===== src/rtl/core/lrt_pkg.sv =====
// Package for the learning route table: field widths, request and action codes,
// and the structs passed between the controller and the chain of table cells.
// No dependencies.
`default_nettype none

package lrt_pkg;

    // Field widths of the stream payloads.
    localparam int REQ_W   = 3;
    localparam int ID_W    = 8;
    localparam int ADDR_W  = 16;
    localparam int SIG_W   = 8;
    localparam int BEST_W  = 9;
    localparam int ORDER_W = 4;
    localparam int AGE_W   = 4;
    localparam int ACT_W   = 3;

    localparam int S_TDATA_W  = 40;
    localparam int M_TDATA_W  = 40;
    localparam int CFG_ADDR_W = 1;
    localparam int CFG_DATA_W = 8;

    // Default table depth.
    localparam int ROUTE_ENTRIES_DEF = 32;

    // Configuration register indexes and reset values.
    localparam logic [CFG_ADDR_W-1:0] CFG_OWN_ID         = 1'b0;
    localparam logic [CFG_ADDR_W-1:0] CFG_INACTIVE_LIMIT = 1'b1;
    localparam logic [ID_W-1:0]       OWN_ID_RST         = 8'd1;
    localparam logic [AGE_W-1:0]      LIMIT_RST          = 4'd4;

    // Best signal after reset or a send timeout lies below any 8-bit signal.
    localparam logic signed [BEST_W-1:0] SIGNAL_FLOOR = 9'sh100;

    // Command order that opens the valve.
    localparam logic [ORDER_W-1:0] ORDER_OPEN = 4'd1;

    typedef enum logic [REQ_W-1:0] {
        REQ_REPORT       = 3'd0,
        REQ_COMMAND      = 3'd1,
        REQ_AGE_TICK     = 3'd2,
        REQ_PARENT_RESP  = 3'd3,
        REQ_ANNOUNCE     = 3'd4,
        REQ_SEND_TIMEOUT = 3'd5
    } req_t;

    typedef enum logic [ACT_W-1:0] {
        ACT_NONE       = 3'd0,
        ACT_FORWARD    = 3'd1,
        ACT_LOCAL      = 3'd2,
        ACT_NO_ROUTE   = 3'd3,
        ACT_TABLE_FULL = 3'd4,
        ACT_ANSWER     = 3'd5
    } act_t;

    // Operation performed by the cells as the walk token passes them.
    typedef enum logic [1:0] {
        OP_IDLE   = 2'd0,
        OP_LEARN  = 2'd1,
        OP_LOOKUP = 2'd2,
        OP_AGE    = 2'd3
    } walk_op_t;

    typedef enum logic [1:0] {
        ST_IDLE = 2'd0,
        ST_WALK = 2'd1,
        ST_EMIT = 2'd2
    } ctrl_state_t;

    // Query held steady by the controller for the length of a walk.
    typedef struct packed {
        walk_op_t          op;
        logic [ID_W-1:0]   id;
        logic [ADDR_W-1:0] from_addr;
        logic [AGE_W-1:0]  limit;
    } query_t;

    // Token handed from cell to cell, one cell per cycle.
    typedef struct packed {
        logic              active;
        logic              found;
        logic [ADDR_W-1:0] hop;
        logic              free_seen;
    } token_t;

    // Broadcast at the end of a transaction: installs a new entry in the
    // cell that reserved itself, and clears every reservation.
    typedef struct packed {
        logic              clear;
        logic              write;
        logic [ID_W-1:0]   id;
        logic [ADDR_W-1:0] hop;
    } commit_t;

endpackage

`default_nettype wire


===== src/rtl/core/lrt_cell.sv =====
// One route table entry with its share of the walk token pipeline.
// Depends on lrt_pkg.
`default_nettype none

module lrt_cell (
    input  wire logic             aclk,
    input  wire logic             aresetn,
    input  wire lrt_pkg::query_t  query,
    input  wire lrt_pkg::commit_t commit,
    input  wire lrt_pkg::token_t  token_in,
    output lrt_pkg::token_t       token_out,
    output logic                  pend
);
    import lrt_pkg::*;

    logic              valid_reg;
    logic              pend_reg;
    logic [ID_W-1:0]   dest_reg;
    logic [ADDR_W-1:0] hop_reg;
    logic [AGE_W-1:0]  age_reg;
    token_t            token_reg;
    token_t            token_next;

    logic hit;
    logic learn_hit;
    logic reserve;
    logic age_here;
    logic evict;

    // Decode what this cell does while the token sits at its input.
    always_comb begin
        hit       = token_in.active && valid_reg && (dest_reg == query.id) &&
                    ((query.op == OP_LEARN) || (query.op == OP_LOOKUP));
        learn_hit = hit && (query.op == OP_LEARN);
        reserve   = token_in.active && (query.op == OP_LEARN) && !valid_reg &&
                    !token_in.free_seen;
        age_here  = token_in.active && (query.op == OP_AGE) && valid_reg;
        evict     = age_here && (age_reg >= query.limit);
    end

    // Pass the token on, merging in this entry's match and free status.
    always_comb begin
        token_next           = token_in;
        token_next.found     = token_in.found || hit;
        token_next.hop       = hit ? hop_reg : token_in.hop;
        token_next.free_seen = token_in.free_seen || !valid_reg;
    end

    // Control state: entry valid, reservation, and the token register.
    always_ff @(posedge aclk) begin
        if (!aresetn) begin
            valid_reg <= 1'b0;
            pend_reg  <= 1'b0;
            token_reg <= '0;
        end else begin
            token_reg <= token_next;
            if (evict) begin
                valid_reg <= 1'b0;
            end else if (commit.write && pend_reg) begin
                valid_reg <= 1'b1;
            end
            if (commit.clear) begin
                pend_reg <= 1'b0;
            end else if (reserve) begin
                pend_reg <= 1'b1;
            end
        end
    end

    // Entry payload.
    always_ff @(posedge aclk) begin
        if (commit.write && pend_reg) begin
            dest_reg <= commit.id;
            hop_reg  <= commit.hop;
            age_reg  <= '0;
        end else if (learn_hit) begin
            hop_reg <= query.from_addr;
            age_reg <= '0;
        end else if (age_here && !evict) begin
            age_reg <= age_reg + AGE_W'(1);
        end
    end

    assign token_out = token_reg;
    assign pend      = pend_reg;

endmodule

`default_nettype wire


===== src/rtl/core/lrt_ctrl.sv =====
// Controller for the route table: stream handshakes, configuration registers,
// parent and valve state, walk sequencing and the output register.
// Depends on lrt_pkg.
`default_nettype none

module lrt_ctrl (
    input  wire logic                           aclk,
    input  wire logic                           aresetn,
    input  wire logic                           s_tvalid,
    output logic                                s_tready,
    // s_tdata: node_id[7:0], from_addr[23:8], signal[31:24], order_digit[35:32]
    input  wire logic [lrt_pkg::S_TDATA_W-1:0]  s_tdata,
    // s_tuser: req_type[2:0]
    input  wire logic [lrt_pkg::REQ_W-1:0]      s_tuser,
    output logic                                m_tvalid,
    input  wire logic                           m_tready,
    // m_tdata: next_hop[15:0], valve_open[16], connected[17], parent_link[33:18]
    output logic [lrt_pkg::M_TDATA_W-1:0]       m_tdata,
    // m_tuser: action[2:0]
    output logic [lrt_pkg::ACT_W-1:0]           m_tuser,
    input  wire logic                           cfg_wr_en,
    input  wire logic [lrt_pkg::CFG_ADDR_W-1:0] cfg_addr,
    input  wire logic [lrt_pkg::CFG_DATA_W-1:0] cfg_wdata,
    output lrt_pkg::query_t                     query,
    output lrt_pkg::commit_t                    commit,
    output lrt_pkg::token_t                     walk_head,
    input  wire lrt_pkg::token_t                chain_end
);
    import lrt_pkg::*;

    ctrl_state_t state_reg;
    ctrl_state_t state_next;

    // Configuration.
    logic [ID_W-1:0]  own_id_reg;
    logic [AGE_W-1:0] limit_reg;

    // Held input transaction.
    req_t               item_req_reg;
    logic [ID_W-1:0]    item_id_reg;
    logic [ADDR_W-1:0]  item_from_reg;
    logic [SIG_W-1:0]   item_sig_reg;
    logic [ORDER_W-1:0] item_order_reg;

    // Walk outcome.
    logic              start_reg;
    logic              found_reg;
    logic              free_reg;
    logic [ADDR_W-1:0] found_hop_reg;

    // Node state.
    logic [ADDR_W-1:0]        parent_reg;
    logic signed [BEST_W-1:0] best_reg;
    logic                     connected_reg;
    logic                     valve_reg;

    // Output register.
    logic              m_valid_reg;
    act_t              out_act_reg;
    logic [ADDR_W-1:0] out_hop_reg;
    logic              out_valve_reg;
    logic              out_conn_reg;
    logic [ADDR_W-1:0] out_parent_reg;

    logic              in_accept;
    logic              needs_walk;
    logic              out_load;
    req_t              in_req;
    logic [ID_W-1:0]   in_id;

    act_t                     res_act;
    logic [ADDR_W-1:0]        res_hop;
    logic                     valve_next;
    logic                     conn_next;
    logic [ADDR_W-1:0]        parent_next;
    logic signed [BEST_W-1:0] best_next;
    logic                     res_install;
    logic signed [BEST_W-1:0] sig_ext;

    // Input decode.
    always_comb begin
        in_req     = req_t'(s_tuser);
        in_id      = s_tdata[ID_W-1:0];
        needs_walk = (in_req == REQ_REPORT) || (in_req == REQ_AGE_TICK) ||
                     ((in_req == REQ_COMMAND) && (in_id != own_id_reg));
    end

    // Next state.
    always_comb begin
        state_next = state_reg;
        case (state_reg)
            ST_IDLE: begin
                if (s_tvalid) begin
                    state_next = needs_walk ? ST_WALK : ST_EMIT;
                end
            end
            ST_WALK: begin
                if (chain_end.active) begin
                    state_next = ST_EMIT;
                end
            end
            ST_EMIT: begin
                if (out_load) begin
                    state_next = ST_IDLE;
                end
            end
            default: state_next = ST_IDLE;
        endcase
    end

    // Handshake outputs and sequencing strobes.
    always_comb begin
        s_tready  = (state_reg == ST_IDLE);
        in_accept = s_tvalid && s_tready;
        out_load  = (state_reg == ST_EMIT) && (!m_valid_reg || m_tready);
    end

    // Query for the cells, built from the held transaction.
    always_comb begin
        case (item_req_reg)
            REQ_REPORT:   query.op = OP_LEARN;
            REQ_COMMAND:  query.op = OP_LOOKUP;
            REQ_AGE_TICK: query.op = OP_AGE;
            default:      query.op = OP_IDLE;
        endcase
        query.id        = item_id_reg;
        query.from_addr = item_from_reg;
        query.limit     = limit_reg;

        walk_head.active    = start_reg;
        walk_head.found     = 1'b0;
        walk_head.hop       = '0;
        walk_head.free_seen = 1'b0;
    end

    // Result of the held transaction and the node state it leaves behind.
    always_comb begin
        res_act     = ACT_NONE;
        res_hop     = '0;
        valve_next  = valve_reg;
        conn_next   = connected_reg;
        parent_next = parent_reg;
        best_next   = best_reg;
        res_install = 1'b0;
        sig_ext     = {item_sig_reg[SIG_W-1], item_sig_reg};
        case (item_req_reg)
            REQ_REPORT: begin
                if (!found_reg && !free_reg) begin
                    res_act = ACT_TABLE_FULL;
                end else begin
                    res_install = !found_reg;
                    if (item_from_reg[7:0] != parent_reg[7:0]) begin
                        res_act = ACT_FORWARD;
                        res_hop = parent_reg;
                    end
                end
            end
            REQ_COMMAND: begin
                if (item_id_reg == own_id_reg) begin
                    valve_next = (item_order_reg == ORDER_OPEN);
                    res_act    = ACT_LOCAL;
                end else if (found_reg) begin
                    res_act = ACT_FORWARD;
                    res_hop = found_hop_reg;
                end else begin
                    res_act = ACT_NO_ROUTE;
                end
            end
            REQ_PARENT_RESP: begin
                if ((item_id_reg == own_id_reg) && (sig_ext > best_reg)) begin
                    best_next   = sig_ext;
                    parent_next = item_from_reg;
                    conn_next   = 1'b1;
                end
            end
            REQ_ANNOUNCE: begin
                if (connected_reg) begin
                    res_act = ACT_ANSWER;
                    res_hop = item_from_reg;
                end
            end
            REQ_SEND_TIMEOUT: begin
                conn_next = 1'b0;
                best_next = SIGNAL_FLOOR;
            end
            default: begin
                res_act = ACT_NONE;
            end
        endcase

        commit.clear = out_load;
        commit.write = out_load && res_install;
        commit.id    = item_id_reg;
        commit.hop   = item_from_reg;
    end

    // Control registers.
    always_ff @(posedge aclk) begin
        if (!aresetn) begin
            state_reg     <= ST_IDLE;
            start_reg     <= 1'b0;
            m_valid_reg   <= 1'b0;
            own_id_reg    <= OWN_ID_RST;
            limit_reg     <= LIMIT_RST;
            parent_reg    <= '0;
            best_reg      <= SIGNAL_FLOOR;
            connected_reg <= 1'b0;
            valve_reg     <= 1'b0;
        end else begin
            state_reg <= state_next;
            start_reg <= in_accept && needs_walk;
            if (out_load) begin
                m_valid_reg   <= 1'b1;
                parent_reg    <= parent_next;
                best_reg      <= best_next;
                connected_reg <= conn_next;
                valve_reg     <= valve_next;
            end else if (m_tready) begin
                m_valid_reg <= 1'b0;
            end
            if (cfg_wr_en) begin
                case (cfg_addr)
                    CFG_OWN_ID:         own_id_reg <= cfg_wdata;
                    CFG_INACTIVE_LIMIT: limit_reg  <= cfg_wdata[AGE_W-1:0];
                    default:            own_id_reg <= own_id_reg;
                endcase
            end
        end
    end

    // Payload registers.
    always_ff @(posedge aclk) begin
        if (in_accept) begin
            item_req_reg   <= in_req;
            item_id_reg    <= in_id;
            item_from_reg  <= s_tdata[ID_W +: ADDR_W];
            item_sig_reg   <= s_tdata[ID_W+ADDR_W +: SIG_W];
            item_order_reg <= s_tdata[ID_W+ADDR_W+SIG_W +: ORDER_W];
            found_reg      <= 1'b0;
            free_reg       <= 1'b0;
            found_hop_reg  <= '0;
        end else if ((state_reg == ST_WALK) && chain_end.active) begin
            found_reg     <= chain_end.found;
            free_reg      <= chain_end.free_seen;
            found_hop_reg <= chain_end.hop;
        end
        if (out_load) begin
            out_act_reg    <= res_act;
            out_hop_reg    <= res_hop;
            out_valve_reg  <= valve_next;
            out_conn_reg   <= conn_next;
            out_parent_reg <= parent_next;
        end
    end

    assign m_tvalid = m_valid_reg;
    assign m_tuser  = out_act_reg;
    assign m_tdata  = {(M_TDATA_W - 2*ADDR_W - 2)'(0), out_parent_reg, out_conn_reg,
                       out_valve_reg, out_hop_reg};

`ifndef SYNTHESIS
    // The token leaves the chain only during a walk.
    a_end_in_walk: assert property (@(posedge aclk) disable iff (!aresetn)
        chain_end.active |-> (state_reg == ST_WALK))
        else $error("walk token left the chain outside a walk");

    // A new entry is installed only when the source was absent and a slot was free.
    a_install_ok: assert property (@(posedge aclk) disable iff (!aresetn)
        commit.write |-> (!found_reg && free_reg))
        else $error("entry installed for a known source or into a full table");

    // Being connected implies a parent signal above the floor.
    a_conn_best: assert property (@(posedge aclk) disable iff (!aresetn)
        connected_reg |-> (best_reg != SIGNAL_FLOOR))
        else $error("connected with no recorded parent signal");

    // An accepted walk transaction starts its token in the next cycle.
    a_walk_start: assert property (@(posedge aclk) disable iff (!aresetn)
        (in_accept && needs_walk) |=> (start_reg && (state_reg == ST_WALK)))
        else $error("walk did not start after accept");
`endif

endmodule

`default_nettype wire


===== src/rtl/core/learning_route_table_with_aging_unit.sv =====
// Top level of the learning route table with aging and parent selection.
// Depends on lrt_pkg, lrt_cell and lrt_ctrl.
//
// Usage:
//   Requests enter on the s_ stream (s_tuser carries the request type, s_tdata
//   the node id, link address, signal and command order). Each accepted
//   transaction yields exactly one result on the m_ stream (m_tuser carries
//   the action, m_tdata the next hop, valve and connection state and parent).
//   Reports, age ticks and commands for other nodes walk a token down a chain
//   of ROUTE_ENTRIES table cells, one cell per cycle. When the token leaves
//   the chain its outcome is latched, and from the emit state the result is
//   loaded into the output register once that register is free. Other
//   requests go straight to the emit state. One transaction is in flight at a time.
//   The output register holds a finished result while the receiver stalls;
//   the next request is accepted meanwhile, and its result waits for the
//   register to drain.
//   Configuration (own id, inactive limit) is written through cfg_wr_en, cfg_addr
//   and cfg_wdata by the user, only while no transaction is in flight (unchecked).
//   A synchronous active-low reset empties the table, closes the valve,
//   disconnects from the parent and restores the default configuration.
`default_nettype none

module learning_route_table_with_aging_unit #(
    parameter int ROUTE_ENTRIES = lrt_pkg::ROUTE_ENTRIES_DEF
) (
    input  wire logic                           aclk,
    input  wire logic                           aresetn,
    input  wire logic                           s_tvalid,
    output logic                                s_tready,
    // s_tdata: node_id[7:0], from_addr[23:8], signal[31:24], order_digit[35:32]
    input  wire logic [lrt_pkg::S_TDATA_W-1:0]  s_tdata,
    // s_tuser: req_type[2:0]
    input  wire logic [lrt_pkg::REQ_W-1:0]      s_tuser,
    output logic                                m_tvalid,
    input  wire logic                           m_tready,
    // m_tdata: next_hop[15:0], valve_open[16], connected[17], parent_link[33:18]
    output logic [lrt_pkg::M_TDATA_W-1:0]       m_tdata,
    // m_tuser: action[2:0]
    output logic [lrt_pkg::ACT_W-1:0]           m_tuser,
    input  wire logic                           cfg_wr_en,
    input  wire logic [lrt_pkg::CFG_ADDR_W-1:0] cfg_addr,
    input  wire logic [lrt_pkg::CFG_DATA_W-1:0] cfg_wdata
);
    import lrt_pkg::*;

    query_t                   query;
    commit_t                  commit;
    token_t                   chain_tok [0:ROUTE_ENTRIES];
    logic [ROUTE_ENTRIES-1:0] pend_bits;

    lrt_ctrl u_ctrl (
        .aclk      (aclk),
        .aresetn   (aresetn),
        .s_tvalid  (s_tvalid),
        .s_tready  (s_tready),
        .s_tdata   (s_tdata),
        .s_tuser   (s_tuser),
        .m_tvalid  (m_tvalid),
        .m_tready  (m_tready),
        .m_tdata   (m_tdata),
        .m_tuser   (m_tuser),
        .cfg_wr_en (cfg_wr_en),
        .cfg_addr  (cfg_addr),
        .cfg_wdata (cfg_wdata),
        .query     (query),
        .commit    (commit),
        .walk_head (chain_tok[0]),
        .chain_end (chain_tok[ROUTE_ENTRIES])
    );

    // Chain of table cells; the token moves one cell per cycle.
    for (genvar g = 0; g < ROUTE_ENTRIES; g++) begin : g_cell
        lrt_cell u_cell (
            .aclk      (aclk),
            .aresetn   (aresetn),
            .query     (query),
            .commit    (commit),
            .token_in  (chain_tok[g]),
            .token_out (chain_tok[g+1]),
            .pend      (pend_bits[g])
        );
    end

`ifndef SYNTHESIS
    // Only the first free cell of a walk may reserve itself.
    a_one_reserve: assert property (@(posedge aclk) disable iff (!aresetn)
        $onehot0(pend_bits))
        else $error("more than one cell reserved for a new entry");
`endif

endmodule

`default_nettype wire


===== config.mk =====
export PLATFORM = sky130hd
export DESIGN_NAME = learning_route_table_with_aging_unit
export DESIGN_NICKNAME = d
export VERILOG_FILES = /design/src/rtl/core/lrt_pkg.sv /design/src/rtl/core/lrt_cell.sv /design/src/rtl/core/lrt_ctrl.sv /design/src/rtl/core/learning_route_table_with_aging_unit.sv
export SDC_FILE = /design/constraint.sdc
export NUM_CORES = 2
export LEC_CHECK = 0
export BUFFER_PORTS_ARGS = -buffer_cell sky130_fd_sc_hd__buf_2
export CORE_MARGIN = 2
export CORE_UTILIZATION = 62
export DETAILED_ROUTE_END_ITERATION = 8
export PLACE_DENSITY = 0.85
export REMOVE_ABC_BUFFERS = 1
export SLEW_MARGIN = 20
export SYNTH_ARGS = -nofsm -noshare
export SYNTH_HDL_FRONTEND = slang
export SYNTH_SLANG_ARGS = --single-unit
export TNS_END_PERCENT = 10

===== constraint.sdc =====
create_clock -name aclk -period 5.3 [get_ports aclk]
set_clock_uncertainty 0.15 [all_clocks]
set_input_delay 0.53 -clock aclk [delete_from_list [all_inputs] [get_ports aclk]]
set_output_delay 0.53 -clock aclk [all_outputs]
set_load 0.05 [all_outputs]

==> impl_metrics.tcl <==
set metrics [dict create \
    worst_pin_slew_ps 1110 \
    yosysMostFrequentCell "dfxtp_1" \
    fin_util_pct 70.4 \
    crit_buf_inv 0 \
    r2r_slack_ps 1220 \
    synth_area_leaders "edfxtp_1, dfxtp_1, mux2i_1" \
    totalWireLength_um 142000 \
    layout-drive-gt1-share_pct 9.88 \
    avgRoutedWirePerCell_um 21.6 \
    largest_register_ffs 608 \
    grt_max_degree 180 \
    cts_buffers 160 \
    crit_path_end "g_cell[4].u_cell.hop_reg[11]$_DFFE_PP_" \
    cpLargestDelayFamily "simple AND/OR/NAND/NOR gates" \
    finalPower_uw 26700 \
    r2r_end "g_cell[4].u_cell.hop_reg[11]$_DFFE_PP_" \
    synth-seq-cells 1705 \
    cts_tree "built" \
    num_vias 38000 \
    dieWidth_um 328 \
    grt_pass1_wl_um 219000 \
    synth_cell_types 56 \
    rows 118 \
    arrival_ps 4310 \
    hold_viol 0 \
    p_int_uw 20900 \
    netlist_instances 4849 \
    status "finished, final reports clean" \
    path_max_fanout 26 \
    max_slew_margin_pct 25.8 \
    track_usage_pct 26.4 \
    grt_overflow 0 \
    yosysTopAreaCellShare_pct 39.0 \
    leakagePower_uw 0.0294 \
    tns_ps 0 \
    r2r_cells 5 \
    vdd_drop_max_mv 0.398 \
    power_frac_comb_pct 4.1 \
    grt_pass1_vias 39300 \
    ctsRootBufferMaster "clkbuf_16" \
    critPathMaxStageDelay_ps 1110 \
    min_path_type "in -> reg" \
    antenna_left 0 \
    h-tree-depth 4 \
    clk_path_buf_depth 3 \
    areaGrowthSynthToFinish_pct 12.5 \
    layout_worst_path_cycle_share_pct 77.0 \
    cp.required_ps 5530 \
    critPathCaptureType "flip-flop" \
    fmax_mhz 245 \
    hpwlAfterDp_um 80600 \
    seqPwrFrac_pct 52.6 \
    cts_setup_buffers 0 \
    drc_errors 0 \
    synth_ff_type "dfxtp_1" \
    power_density_nw_per_um2 366 \
    stdcell_count 6554 \
    grt_antenna_before_repair 5 \
    path_class "reg -> reg" \
    fin_nets 5262 \
    yosysWarnings 0 \
    drtPass1Iterations 6 \
    worst_path_max_delay_cell "or4_1" \
    path_clk_slew_ps 80 \
    maxCapViolCount 0 \
    clkSinkCount 1705 \
    sw_frac_of_total_pct 21.7 \
    setup_viol 0 \
    rsz0062_at_grt "false" \
    r2r_start "u_ctrl.item_req_reg[0]$_DFFE_PP_" \
    place_congestion 0.831 \
    cp.depth 5 \
    drtIter0Drc 3478 \
    core_area_um2 104000 \
    synth.cell_area_um2 64900 \
    fin_crit_ps 4080 \
    die_area_um2 107000 \
    maxSlewViolCount 0 \
    nFillCells 6419 \
    port_buffers 91 \
    place_inst 6200 \
    insertion_delay_ps 770 \
    yosysTopAreaCell "edfxtp_1" \
    cp_cell_sequence "xor2_1 -> nand2b_1 -> ha_2 -> or4_1 -> o21bai_2" \
    clkPwrFrac_pct 43.3 \
    viasPerCell 5.80 \
    post_synth.cell_area_avg_um2 13.4 \
    p_switching_uw 5810 \
    die_y_um 328 \
    synthTopCellsByCount "dfxtp_1, edfxtp_1, mux2i_1" \
    yosysSeqAreaShare_pct 65.6 \
    synth_edf_count 844 \
    start_util_pct 62.6 \
    async_reset_ff_share_pct 0 \
    startpoint "u_ctrl.item_req_reg[0]$_DFFE_PP_" \
    cp-start-kind "flip-flop" \
    boundaryPins 102 \
]
## worst min-delay path by stage
stage / depth (start not counted) / from / to
after global placement: 2 / g_cell[31].u_cell.token_out[0]$_SDFF_PN0_ / u_ctrl.free_reg$_SDFFE_PP0P_
after CTS: 3 / m_tready / u_ctrl.m_tvalid$_SDFFE_PN0P_
after detailed placement: 2 / g_cell[31].u_cell.token_out[8]$_SDFF_PN0_ / u_ctrl.found_hop_reg[7]$_SDFFE_PP0P_
final: 3 / m_tready / u_ctrl.m_tvalid$_SDFFE_PN0P_
after global routing: 3 / m_tready / u_ctrl.m_tvalid$_SDFFE_PN0P_
after floorplan: 2 / g_cell[31].u_cell.token_out[1]$_SDFF_PN0_ / u_ctrl.found_hop_reg[0]$_SDFFE_PP0P_
## area by class of cell
cell class                      instances  area, um2  share of cell area (%)
Timing Repair Buffer                  239       1790                    2.46
Inverter                              121        454                   0.622
Multi-Input combinational cell       2807      21100                    28.9
Clock buffer                          227       4600                    6.30
Antenna cell                            3       7.51                  0.0103
Tap cell                             1380       1730                    2.37
Clock inverter                         72        743                    1.02
Sequential cell                      1705      42600                    58.3
## per-layer routing
layer	GRT usage, %	vias to the layer above	share of wire, %
met2	45.8	1345	50
met3	4.32	471	5.8
li1	-	17500	-
met4	13.9	4	5.6
met1	31.6	18700	39
met5	0	-	0.014
## cells in the final DEF, fill, tap and decap left out, types with 31 or more instances in the layout
cell type,synthesis,layout
or3_1,31,31
nand2b_1,37,37
xor2_1,199,199
o21ai_0,77,77
dlygate4sd3_1,0,51
buf_2,90,90
nand3_1,89,89
a21boi_0,70,70
clkinv_2,0,31
a21oi_1,138,138
clkbuf_16,0,164
nand2_1,180,180
clkbuf_1,110,37
edfxtp_1,844,844
nor2_1,160,160
nor2b_1,500,500
and3_1,44,44
dfxtp_1,861,860
xnor2_1,132,132
ha_1,171,170
buf_4,14,89
inv_1,120,117
mux2i_1,546,546
a31oi_1,32,32
and2_1,71,70
## through the flow
stage | hold slack [ps] | setup WS, ps | cell area (um2)
floorplan | 267 | -1580 | 63900
CTS | 7.20 | 1290 | 72900
global placement | 275 | 1360 | 67100
detailed placement | 275 | 1340 | 67100
global route | 109 | 1040 | 73000
finish | 62.8 | 1220 | 73000
## cells by family after synthesis
family          share of synthesized area (%)
mux                                      8.77
buf+inv                                  2.25
simple gates                             10.5
compound gates                           5.08
other cells                           0.00578
xor+xnor                                 4.47
flops                                    65.6
fa+ha+maj                                3.30
## repair_timing
item | 4_1_cts | 5_1_grt
resized for setup | 0 | 0
endpoints found under the setup margin | 0 | 0
endpoints found under the hold margin | 52 | 0
hold buffers | 51 | 0
## power by group through the flow
stage / registers [uW] / clock network [uW] / logic, uW
finish: 14000 / 11600 / 1100
floorplan: 14500 / 0 / 381
detailed placement: 14300 / 0 / 1040
global route: 14000 / 12200 / 1160
CTS: 14000 / 11600 / 1080
global placement: 14300 / 0 / 1000
## tightest hold or removal path, delay by kind of cell
family	cells	cell delay [ps]
AOI/OAI and AO/OA	1	120
and+or+nand+nor	1	200
buffers and inverters	1	90
Power figures use the tool's default switching activity.
